[src/rtl/tmsl_pkg.sv]
// Shared types and constants for the telemetry max-hold snapshot logger.
// No dependencies; used by every module of the block.
package tmsl_pkg;

  localparam logic [1:0] OP_TEL  = 2'd0;
  localparam logic [1:0] OP_BAT  = 2'd1;
  localparam logic [1:0] OP_TICK = 2'd2;

  localparam logic [1:0] KIND_HDR   = 2'd0;
  localparam logic [1:0] KIND_ROW   = 2'd1;
  localparam logic [1:0] KIND_FLUSH = 2'd2;

  localparam logic [1:0] CFG_SWITCH_THRESHOLD = 2'd0;
  localparam logic [1:0] CFG_LOG_INTERVAL     = 2'd1;
  localparam logic [1:0] CFG_FLUSH_INTERVAL   = 2'd2;
  localparam logic [1:0] CFG_LPF_ALPHA        = 2'd3;

  localparam int CFG_DATA_W = 20;

  localparam logic [11:0] RST_SWITCH_THRESHOLD = 12'd1750;
  localparam logic [15:0] RST_LOG_INTERVAL     = 16'd200;
  localparam logic [19:0] RST_FLUSH_INTERVAL   = 20'd10000;
  localparam logic [8:0]  RST_LPF_ALPHA        = 9'd243;
  localparam logic [8:0]  ALPHA_ONE            = 9'd256;

  typedef struct packed {
    logic [1:0]  op;
    logic [7:0]  channel;
    logic [15:0] voltage;
    logic [15:0] current;
    logic [15:0] erpm;
    logic [7:0]  temperature;
    logic [31:0] now_ms;
    logic [11:0] switch_us;
  } in_t;

  typedef struct packed {
    logic [1:0]  kind;
    logic [31:0] time_ms;
    logic [15:0] vbat_filtered;
    logic [2:0]  esc_channel;
    logic [15:0] esc_voltage;
    logic [15:0] esc_current;
    logic [15:0] esc_erpm;
    logic [7:0]  esc_temperature;
    logic        flush;
    logic        last;
  } out_t;

  typedef struct packed {
    logic [11:0] switch_threshold_us;
    logic [15:0] log_interval_ms;
    logic [19:0] flush_interval_ms;
    logic [8:0]  lpf_alpha;
  } cfg_t;

  typedef struct packed {
    logic [1:0]  op;
    logic        sw_hi;
    logic [7:0]  channel;
    logic [15:0] voltage;
    logic [15:0] current;
    logic [15:0] erpm;
    logic [7:0]  temperature;
    logic [31:0] now_ms;
  } cmd_t;

endpackage

[src/rtl/tmsl_front.sv]
// Front end: accepts input beats, drops ones with no effect, classifies the rest.
// Depends on tmsl_pkg; feeds tmsl_cmdq.
module tmsl_front #(
  parameter int ESC_CHANNELS = 8
) (
  input  logic              clk,
  input  logic              rst_n,
  input  logic              in_push,
  output logic              in_full,
  input  tmsl_pkg::in_t     in_data,
  input  logic [11:0]       switch_threshold_us,
  input  logic              q_full,
  output logic              q_push,
  output tmsl_pkg::cmd_t    q_data
);

  logic           fv_r;
  tmsl_pkg::cmd_t cmd_r;
  logic           accept;
  logic           keep;

  assign in_full = fv_r && q_full;
  assign q_push  = fv_r && !q_full;
  assign accept  = in_push && !in_full;
  assign q_data  = cmd_r;

  assign keep = ((in_data.op == tmsl_pkg::OP_TEL) &&
                 (in_data.channel < 8'(ESC_CHANNELS))) ||
                (in_data.op == tmsl_pkg::OP_BAT) ||
                (in_data.op == tmsl_pkg::OP_TICK);

  always_ff @(posedge clk) begin
    if (!rst_n) begin
      fv_r <= 1'b0;
    end else if (accept) begin
      fv_r <= keep;
    end else if (q_push) begin
      fv_r <= 1'b0;
    end
  end

  always_ff @(posedge clk) begin
    if (accept && keep) begin
      cmd_r.op          <= in_data.op;
      cmd_r.sw_hi       <= (in_data.switch_us >= switch_threshold_us);
      cmd_r.channel     <= in_data.channel;
      cmd_r.voltage     <= in_data.voltage;
      cmd_r.current     <= in_data.current;
      cmd_r.erpm        <= in_data.erpm;
      cmd_r.temperature <= in_data.temperature;
      cmd_r.now_ms      <= in_data.now_ms;
    end
  end

endmodule

[src/rtl/tmsl_cmdq.sv]
// Two-entry command queue between the front end and the back end.
// Depends on tmsl_pkg.
module tmsl_cmdq (
  input  logic            clk,
  input  logic            rst_n,
  input  logic            push,
  output logic            full,
  input  tmsl_pkg::cmd_t  wdata,
  input  logic            pop,
  output logic            empty,
  output tmsl_pkg::cmd_t  rdata
);

  tmsl_pkg::cmd_t mem_r [2];
  logic           wr_ptr_r;
  logic           rd_ptr_r;
  logic [1:0]     cnt_r;
  logic           do_push;
  logic           do_pop;

  assign full    = (cnt_r == 2'd2);
  assign empty   = (cnt_r == 2'd0);
  assign do_push = push && !full;
  assign do_pop  = pop && !empty;
  assign rdata   = mem_r[rd_ptr_r];

  always_ff @(posedge clk) begin
    if (!rst_n) begin
      wr_ptr_r <= 1'b0;
      rd_ptr_r <= 1'b0;
      cnt_r    <= 2'd0;
    end else begin
      if (do_push) wr_ptr_r <= !wr_ptr_r;
      if (do_pop)  rd_ptr_r <= !rd_ptr_r;
      if (do_push && !do_pop)      cnt_r <= cnt_r + 2'd1;
      else if (do_pop && !do_push) cnt_r <= cnt_r - 2'd1;
    end
  end

  always_ff @(posedge clk) begin
    if (do_push) mem_r[wr_ptr_r] <= wdata;
  end

endmodule

[src/rtl/tmsl_back.sv]
// Back end: channel tables, battery filter, snapshot sequencer and result register.
// Depends on tmsl_pkg; fed by tmsl_cmdq.
module tmsl_back #(
  parameter int ESC_CHANNELS = 8
) (
  input  logic            clk,
  input  logic            rst_n,
  input  tmsl_pkg::cfg_t  cfg,
  input  logic            q_empty,
  input  tmsl_pkg::cmd_t  q_data,
  output logic            q_pop,
  input  logic            out_pop,
  output logic            out_empty,
  output tmsl_pkg::out_t  out_data
);

  localparam int CW = (ESC_CHANNELS > 1) ? $clog2(ESC_CHANNELS) : 1;

  localparam logic [2:0] ST_IDLE  = 3'd0;
  localparam logic [2:0] ST_BAT   = 3'd1;
  localparam logic [2:0] ST_EJECT = 3'd2;
  localparam logic [2:0] ST_HDR   = 3'd3;
  localparam logic [2:0] ST_SCAN  = 3'd4;

  logic [2:0]              st_r, st_nxt;
  logic [ESC_CHANNELS-1:0] present_r;
  logic [15:0]             volt_r [ESC_CHANNELS];
  logic [15:0]             cur_r  [ESC_CHANNELS];
  logic [15:0]             erpm_r [ESC_CHANNELS];
  logic [7:0]              temp_r [ESC_CHANNELS];
  logic [15:0]             vbat_r;
  logic [31:0]             last_log_r;
  logic [31:0]             last_flush_r;
  logic [31:0]             now_r;
  logic                    flush_due_r;
  logic [CW-1:0]           idx_r, idx_nxt;
  logic [24:0]             prod_a_r;
  logic [24:0]             prod_b_r;
  logic                    ov_r;
  tmsl_pkg::out_t          od_r, od_nxt;

  logic          out_free;
  logic          emit;
  logic          tel_wr;
  logic          clr_wr;
  logic          bat_start;
  logic          tick_log;
  logic          log_zero;
  logic          flush_upd;
  logic [CW-1:0] rd_idx;
  logic          rd_present;
  logic          higher;
  logic [ESC_CHANNELS-1:0] above;
  logic [31:0]   log_diff;
  logic [31:0]   flush_diff;
  logic          log_due;
  logic          flush_due;
  logic [8:0]    alpha_sat;
  logic [8:0]    beta;
  logic [25:0]   acc;
  logic [7:0]    idx_w;

  assign out_free   = !ov_r || out_pop;
  assign rd_idx     = (st_r == ST_SCAN) ? idx_r : q_data.channel[CW-1:0];
  assign rd_present = present_r[rd_idx];
  assign above      = present_r >> idx_r;
  assign higher     = |(above >> 1);
  assign log_diff   = q_data.now_ms - last_log_r;
  assign flush_diff = q_data.now_ms - last_flush_r;
  assign log_due    = log_diff >= {16'd0, cfg.log_interval_ms};
  assign flush_due  = flush_diff >= {12'd0, cfg.flush_interval_ms};
  assign alpha_sat  = (cfg.lpf_alpha > tmsl_pkg::ALPHA_ONE) ? tmsl_pkg::ALPHA_ONE
                                                           : cfg.lpf_alpha;
  assign beta       = tmsl_pkg::ALPHA_ONE - alpha_sat;
  assign acc        = {1'b0, prod_a_r} + {1'b0, prod_b_r};
  assign idx_w      = 8'(idx_r);
  assign out_empty  = !ov_r;
  assign out_data   = od_r;

  always_comb begin
    st_nxt    = st_r;
    idx_nxt   = idx_r;
    q_pop     = 1'b0;
    emit      = 1'b0;
    tel_wr    = 1'b0;
    clr_wr    = 1'b0;
    bat_start = 1'b0;
    tick_log  = 1'b0;
    log_zero  = 1'b0;
    flush_upd = 1'b0;
    od_nxt    = '0;
    od_nxt.time_ms = now_r;
    unique case (st_r)
      ST_IDLE: begin
        if (!q_empty) begin
          q_pop = 1'b1;
          priority if (q_data.op == tmsl_pkg::OP_TEL) begin
            tel_wr = 1'b1;
          end else if (q_data.op == tmsl_pkg::OP_BAT) begin
            bat_start = 1'b1;
            st_nxt    = ST_BAT;
          end else if (q_data.op == tmsl_pkg::OP_TICK) begin
            if (!q_data.sw_hi) begin
              if (last_log_r != 32'd0) begin
                log_zero = 1'b1;
                st_nxt   = ST_EJECT;
              end
            end else if (log_due) begin
              tick_log  = 1'b1;
              flush_upd = flush_due;
              st_nxt    = ST_HDR;
            end
          end else begin
            st_nxt = ST_IDLE;
          end
        end
      end
      ST_BAT: begin
        st_nxt = ST_IDLE;
      end
      ST_EJECT: begin
        if (out_free) begin
          emit         = 1'b1;
          od_nxt.kind  = tmsl_pkg::KIND_FLUSH;
          od_nxt.flush = 1'b1;
          od_nxt.last  = 1'b1;
          st_nxt       = ST_IDLE;
        end
      end
      ST_HDR: begin
        if (out_free) begin
          emit                 = 1'b1;
          od_nxt.kind          = tmsl_pkg::KIND_HDR;
          od_nxt.vbat_filtered = vbat_r;
          od_nxt.last          = !(|present_r);
          od_nxt.flush         = !(|present_r) && flush_due_r;
          idx_nxt              = '0;
          st_nxt               = (|present_r) ? ST_SCAN : ST_IDLE;
        end
      end
      ST_SCAN: begin
        if (!rd_present) begin
          idx_nxt = idx_r + CW'(1);
        end else if (out_free) begin
          emit                   = 1'b1;
          clr_wr                 = 1'b1;
          od_nxt.kind            = tmsl_pkg::KIND_ROW;
          od_nxt.esc_channel     = idx_w[2:0];
          od_nxt.esc_voltage     = volt_r[idx_r];
          od_nxt.esc_current     = cur_r[idx_r];
          od_nxt.esc_erpm        = erpm_r[idx_r];
          od_nxt.esc_temperature = temp_r[idx_r];
          od_nxt.last            = !higher;
          od_nxt.flush           = !higher && flush_due_r;
          idx_nxt                = idx_r + CW'(1);
          if (!higher) st_nxt = ST_IDLE;
        end
      end
      default: begin
        st_nxt = ST_IDLE;
      end
    endcase
  end

  always_ff @(posedge clk) begin
    if (!rst_n) begin
      st_r         <= ST_IDLE;
      idx_r        <= '0;
      present_r    <= '0;
      vbat_r       <= 16'd0;
      last_log_r   <= 32'd0;
      last_flush_r <= 32'd0;
      flush_due_r  <= 1'b0;
      ov_r         <= 1'b0;
    end else begin
      st_r  <= st_nxt;
      idx_r <= idx_nxt;
      if (tel_wr) present_r[rd_idx] <= 1'b1;
      if (st_r == ST_BAT) vbat_r <= acc[23:8];
      if (tick_log) begin
        last_log_r  <= q_data.now_ms;
        flush_due_r <= flush_due;
      end else if (log_zero) begin
        last_log_r <= 32'd0;
      end
      if (flush_upd) last_flush_r <= q_data.now_ms;
      if (emit)         ov_r <= 1'b1;
      else if (out_pop) ov_r <= 1'b0;
    end
  end

  always_ff @(posedge clk) begin
    if (q_pop) now_r <= q_data.now_ms;
    if (bat_start) begin
      prod_a_r <= 25'(alpha_sat) * 25'(q_data.voltage);
      prod_b_r <= 25'(beta) * 25'(vbat_r);
    end
    if (emit) od_r <= od_nxt;
    if (tel_wr) begin
      volt_r[rd_idx] <= q_data.voltage;
      if (!rd_present || (q_data.current > cur_r[rd_idx]))
        cur_r[rd_idx] <= q_data.current;
      if (!rd_present || (q_data.erpm > erpm_r[rd_idx]))
        erpm_r[rd_idx] <= q_data.erpm;
      if (!rd_present || (q_data.temperature > temp_r[rd_idx]))
        temp_r[rd_idx] <= q_data.temperature;
    end else if (clr_wr) begin
      cur_r[rd_idx]  <= 16'd0;
      erpm_r[rd_idx] <= 16'd0;
      temp_r[rd_idx] <= 8'd0;
    end
  end

endmodule

[src/rtl/telemetry_maxhold_snapshot_logger_core.sv]
// Top level of the telemetry max-hold snapshot logger: config registers,
// front end, command queue and back end. Depends on tmsl_pkg and all tmsl_ modules.
//
// Items enter through a queue-style port; a one-beat front register and a
// two-deep command queue decouple intake from execution. In the back end a
// telemetry beat is written as it is popped, a battery sample is multiplied,
// then added and scaled in ST_BAT, and a snapshotting process tick emits a
// header, then walks the channel table one entry a cycle (stalling while the
// single result register is full), emitting at most one result per cycle.
// An eject flush leaves from ST_EJECT. Results wait in that register until popped.
module telemetry_maxhold_snapshot_logger_core #(
  parameter int ESC_CHANNELS = 8
) (
  input  logic                           clk,
  input  logic                           rst_n,
  input  logic                           in_push,
  output logic                           in_full,
  input  tmsl_pkg::in_t                  in_data,
  output logic                           out_empty,
  input  logic                           out_pop,
  output tmsl_pkg::out_t                 out_data,
  input  logic                           cfg_we,
  input  logic [1:0]                     cfg_idx,
  input  logic [tmsl_pkg::CFG_DATA_W-1:0] cfg_wdata
);

  tmsl_pkg::cfg_t cfg_r;
  logic           q_full;
  logic           q_push;
  tmsl_pkg::cmd_t q_wdata;
  logic           q_empty;
  logic           q_pop;
  tmsl_pkg::cmd_t q_rdata;

  always_ff @(posedge clk) begin
    if (!rst_n) begin
      cfg_r.switch_threshold_us <= tmsl_pkg::RST_SWITCH_THRESHOLD;
      cfg_r.log_interval_ms     <= tmsl_pkg::RST_LOG_INTERVAL;
      cfg_r.flush_interval_ms   <= tmsl_pkg::RST_FLUSH_INTERVAL;
      cfg_r.lpf_alpha           <= tmsl_pkg::RST_LPF_ALPHA;
    end else if (cfg_we) begin
      unique case (cfg_idx)
        tmsl_pkg::CFG_SWITCH_THRESHOLD: cfg_r.switch_threshold_us <= cfg_wdata[11:0];
        tmsl_pkg::CFG_LOG_INTERVAL:     cfg_r.log_interval_ms     <= cfg_wdata[15:0];
        tmsl_pkg::CFG_FLUSH_INTERVAL:   cfg_r.flush_interval_ms   <= cfg_wdata[19:0];
        tmsl_pkg::CFG_LPF_ALPHA:        cfg_r.lpf_alpha           <= cfg_wdata[8:0];
        default: begin
        end
      endcase
    end
  end

  tmsl_front #(
    .ESC_CHANNELS(ESC_CHANNELS)
  ) u_front (
    .clk                (clk),
    .rst_n              (rst_n),
    .in_push            (in_push),
    .in_full            (in_full),
    .in_data            (in_data),
    .switch_threshold_us(cfg_r.switch_threshold_us),
    .q_full             (q_full),
    .q_push             (q_push),
    .q_data             (q_wdata)
  );

  tmsl_cmdq u_cmdq (
    .clk  (clk),
    .rst_n(rst_n),
    .push (q_push),
    .full (q_full),
    .wdata(q_wdata),
    .pop  (q_pop),
    .empty(q_empty),
    .rdata(q_rdata)
  );

  tmsl_back #(
    .ESC_CHANNELS(ESC_CHANNELS)
  ) u_back (
    .clk      (clk),
    .rst_n    (rst_n),
    .cfg      (cfg_r),
    .q_empty  (q_empty),
    .q_data   (q_rdata),
    .q_pop    (q_pop),
    .out_pop  (out_pop),
    .out_empty(out_empty),
    .out_data (out_data)
  );

  a_reset_empty: assert property (@(posedge clk) !rst_n |=> out_empty)
    else $error("result pending after reset");

  a_eject_flags: assert property (@(posedge clk) disable iff (!rst_n)
    (!out_empty && out_data.kind == tmsl_pkg::KIND_FLUSH) |->
      (out_data.flush && out_data.last))
    else $error("eject flush without flush and last");

  a_vbat_header_only: assert property (@(posedge clk) disable iff (!rst_n)
    (!out_empty && out_data.kind != tmsl_pkg::KIND_HDR) |->
      (out_data.vbat_filtered == 16'd0))
    else $error("battery value outside header");

  a_flush_on_last: assert property (@(posedge clk) disable iff (!rst_n)
    (!out_empty && out_data.flush) |-> out_data.last)
    else $error("flush mark before final result");

endmodule

[config.mk]
export PLATFORM = sky130hd
export DESIGN_NAME = telemetry_maxhold_snapshot_logger_core
export DESIGN_NICKNAME = d
export VERILOG_FILES = /design/src/rtl/tmsl_pkg.sv /design/src/rtl/tmsl_front.sv /design/src/rtl/tmsl_cmdq.sv /design/src/rtl/tmsl_back.sv /design/src/rtl/telemetry_maxhold_snapshot_logger_core.sv
export SDC_FILE = /design/constraint.sdc
export NUM_CORES = 2
export LEC_CHECK = 0
export ABC_AREA = 0
export ABC_CLOCK_PERIOD_IN_PS = 6670
export BUFFER_PORTS_ARGS = -buffer_cell sky130_fd_sc_hd__buf_2
export CORE_ASPECT_RATIO = 0.7
export CORE_MARGIN = 8
export CORE_UTILIZATION = 30
export DETAILED_ROUTE_END_ITERATION = 10
export SLEW_MARGIN = 10
export SYNTH_ARGS = -nofsm -noshare
export SYNTH_HDL_FRONTEND = slang
export SYNTH_HIERARCHICAL = 1
export SYNTH_SLANG_ARGS = --single-unit
[constraint.sdc]
create_clock -name clk -period 6.67 [get_ports clk]
set_input_delay 0.667 -clock clk [delete_from_list [all_inputs] [get_ports clk]]
set_output_delay 0.667 -clock clk [all_outputs]
set_load 0.03 [all_outputs]
==> qor.txt <==
status -> complete, no violations
clk buf depth -> 3
Final Max Slew Viols -> 0
initial antenna violation count -> 9
setup TNS -> 0 ns
# DRC -> 0
Setup Crit Path Kind -> reg -> reg
max_cap viols -> 0
CTS tree -> built
Clock transition at path regs -> 0.06 ns
fmax -> 0.1574 GHz
crit-path cells -> buf_4 > nor2b_1 > or3_1 > nor4_1 > a21o_2 > nand2_1 > fa_1 > fa_1 > inv_1 > fa_1 > inv_1 > fa_1 > inv_1 > ha_1 > a21boi_0 > o21ai_0 > a21oi_1 > o2111ai_1 > nand3_1 > nand2_1 > o21ai_0 > o41ai_1 > xnor2_1
PwrDens -> 382.2 nW/um^2
final setup margin -> 0.3185 ns
CP startpoint kind -> register
chip width -> 534.1 um
CP Max Fanout -> 22
Final min period -> 6.351 ns
Placed Area -> 60,870 um^2
Gate Count Post-Synth -> 4,417
Crit path required time -> 7.16 ns
core area -> 187,200 um^2
Initial Util -> 0.3011
mapped cell area -> 56,370 um^2
DIE AREA -> 202,200 um^2
DRT Wirelength -> 153,200 um
Crit-path slowest cell -> fa_1
Critical Path Most Common Cell -> fa_1
Setup Skew -> 0.09962 ns
router iterations before antenna repair -> 6
htree depth -> 3
clock root buffer -> clkbuf_16
syn avg cell area -> 12.76 um^2
largest net degree at the start of global routing -> 84
# setup viols final -> 0
Ys Warns -> 6
share of cells above drive strength 1 -> 0.1616
worst skew pair latency -> 0.79 ns
DP Cell Count -> 7,059
first-pass GRT wire length -> 230,200 um
detailed-route wire length per cell -> 21.01 um
drt via density -> 4.925
grt ovf -> 0
IO Count -> 250
# clock sinks -> 1,080
Tcrit/Tclk final -> 0.9522
storage element area -> 30,850 um^2
post-route insts no fill -> 7,291
Layout area overhead -> 15.11%
Vias -> 35,908
GRT Overall Usage -> 0.1480
PortBufs -> 249
FP Rows -> 133
Max-slew headroom -> 0.2921
Final GP Congestion -> 0.8653
Min-Delay Path Class -> in -> reg
vias in the first global route -> 36,649
setup slack after placement -> 0.2261 ns
initial DRC count -> 2,925
fin area -> 64,880 um^2
syn_nets -> 5,013
overall die height -> 378.7 um
delay of the slowest critical-path stage -> 0.52 ns
worst-margin pin slew -> 1.062 ns
HPWL Detailed -> 106,200 um
crit path capture type -> register
peak supply drop -> 0.5480 mV
CP Data Arrival Time -> 6.84 ns
post-route ant nets -> 0
multi-input logic area -> 23,180 um^2
clock buffer count from CTS -> 111
hold violation count in the final report -> 0
Pleak -> 24.44 nW
Final nets -> 5,294
fillers -> 18,176
==> flip-flops by register name, summed over array words and instances, names as in the netlist, 2 cells and up, named ones only <==
| name | cells |
|---|---|
| cfg_r | 57 |
| u_back/cur_r | 128 |
| u_back/erpm_r | 128 |
| u_back/idx_r | 3 |
| u_back/last_flush_r | 32 |
| u_back/last_log_r | 32 |
| u_back/now_r | 32 |
| u_back/out_data | 111 |
| u_back/present_r | 8 |
| u_back/prod_a_r | 24 |
| u_back/prod_b_r | 24 |
| u_back/st_r | 3 |
| u_back/temp_r | 64 |
| u_back/vbat_r | 16 |
| u_back/volt_r | 128 |
| u_cmdq/cnt_r | 2 |
| u_cmdq/mem_r | 188 |
| u_front/q_data | 94 |
==> area by class of cell <==
type                       count  area share
timing repair buffer         378     0.03741
antenna                        5   0.0001928
clock inverter                68     0.01253
tap                         2497     0.04815
inverter                     415     0.02403
sequential                  1080      0.4755
clock buffer                 136     0.04487
multi-input combinational   2712      0.3573
==> path summary, 6_finish.rpt <==
path / from / end / slack [ns] / cells after the start
setup / recovery: cfg_r[8] / u_back/prod_b_r[22] / 0.32 / 23
hold / removal: in_data[68] / u_front/q_data[56] / 0.08 / 1
setup reg to reg: cfg_r[8] / u_back/prod_b_r[22] / 0.32 / 23
hold reg to reg: u_front/q_data[68] / u_cmdq/mem_r[1][68] / 0.40 / 0
==> what timing repair did <==
action	in CTS	in global routing
endpoints found under the setup margin	0	69
gates resized for setup	0	13
buffers inserted	0	0
hold buffers	23	0
hold endpoints to repair	23	0
==> layout by cell type (no fill, tap or decap), types with 43 or more instances in the layout <==
| master | n |
|---|---|
| a21o_1 | 60 |
| a21oi_1 | 166 |
| a22o_1 | 65 |
| a22oi_1 | 85 |
| and2_1 | 192 |
| and3_1 | 48 |
| buf_2 | 248 |
| buf_4 | 93 |
| clkbuf_16 | 111 |
| dfxtp_1 | 155 |
| edfxtp_1 | 921 |
| fa_1 | 198 |
| ha_1 | 261 |
| inv_1 | 413 |
| mux2_2 | 86 |
| mux2i_1 | 89 |
| mux4_2 | 114 |
| nand2_1 | 499 |
| nand3_1 | 51 |
| nor2_1 | 155 |
| nor2b_1 | 52 |
| nor3_1 | 43 |
| o21ai_0 | 66 |
| xnor2_1 | 65 |
==> metrics by stage <==
| stage | util | power [mW] | hold WS, ns |
|---|---|---|---|
| floorplan | - | 15.88 | 0.4003 |
| global placement | 0.3251 | 18.44 | 0.4029 |
| detailed placement | 0.3251 | 18.58 | 0.4045 |
| CTS | 0.3463 | 25.08 | 0.0004709 |
| global route | 0.3465 | 26.66 | 0.01910 |
| finish | 0.3466 | 24.80 | 0.08319 |
==> per-layer routing <==
layer | track usage | vias up | share of wire
li1 | - | 16514 | -
met5 | 0 | - | 0.000052
met4 | 0.04800 | 2 | 0.031
met3 | 0.03213 | 198 | 0.077
met2 | 0.2303 | 1285 | 0.44
met1 | 0.2058 | 17909 | 0.45
==> power by group <==
part           internal, mW  switching [mW]
Clock                  3.56            2.76
Sequential             8.42           0.260
Combinational          3.97            5.82
Total                  16.0            8.84
==> critical path, delay by kind of cell (launching register included) <==
kind / cells / cell delay, ns
AOI/OAI and AO/OA: 7 / 1.65
xor gates and xnor gates: 1 / 0.11
adders and majority gates: 5 / 2.25
buffers and inverters: 4 / 0.46
DFF: 1 / 0.44
and+or+nand+nor: 6 / 1.17
Power figures use the tool's default switching activity.
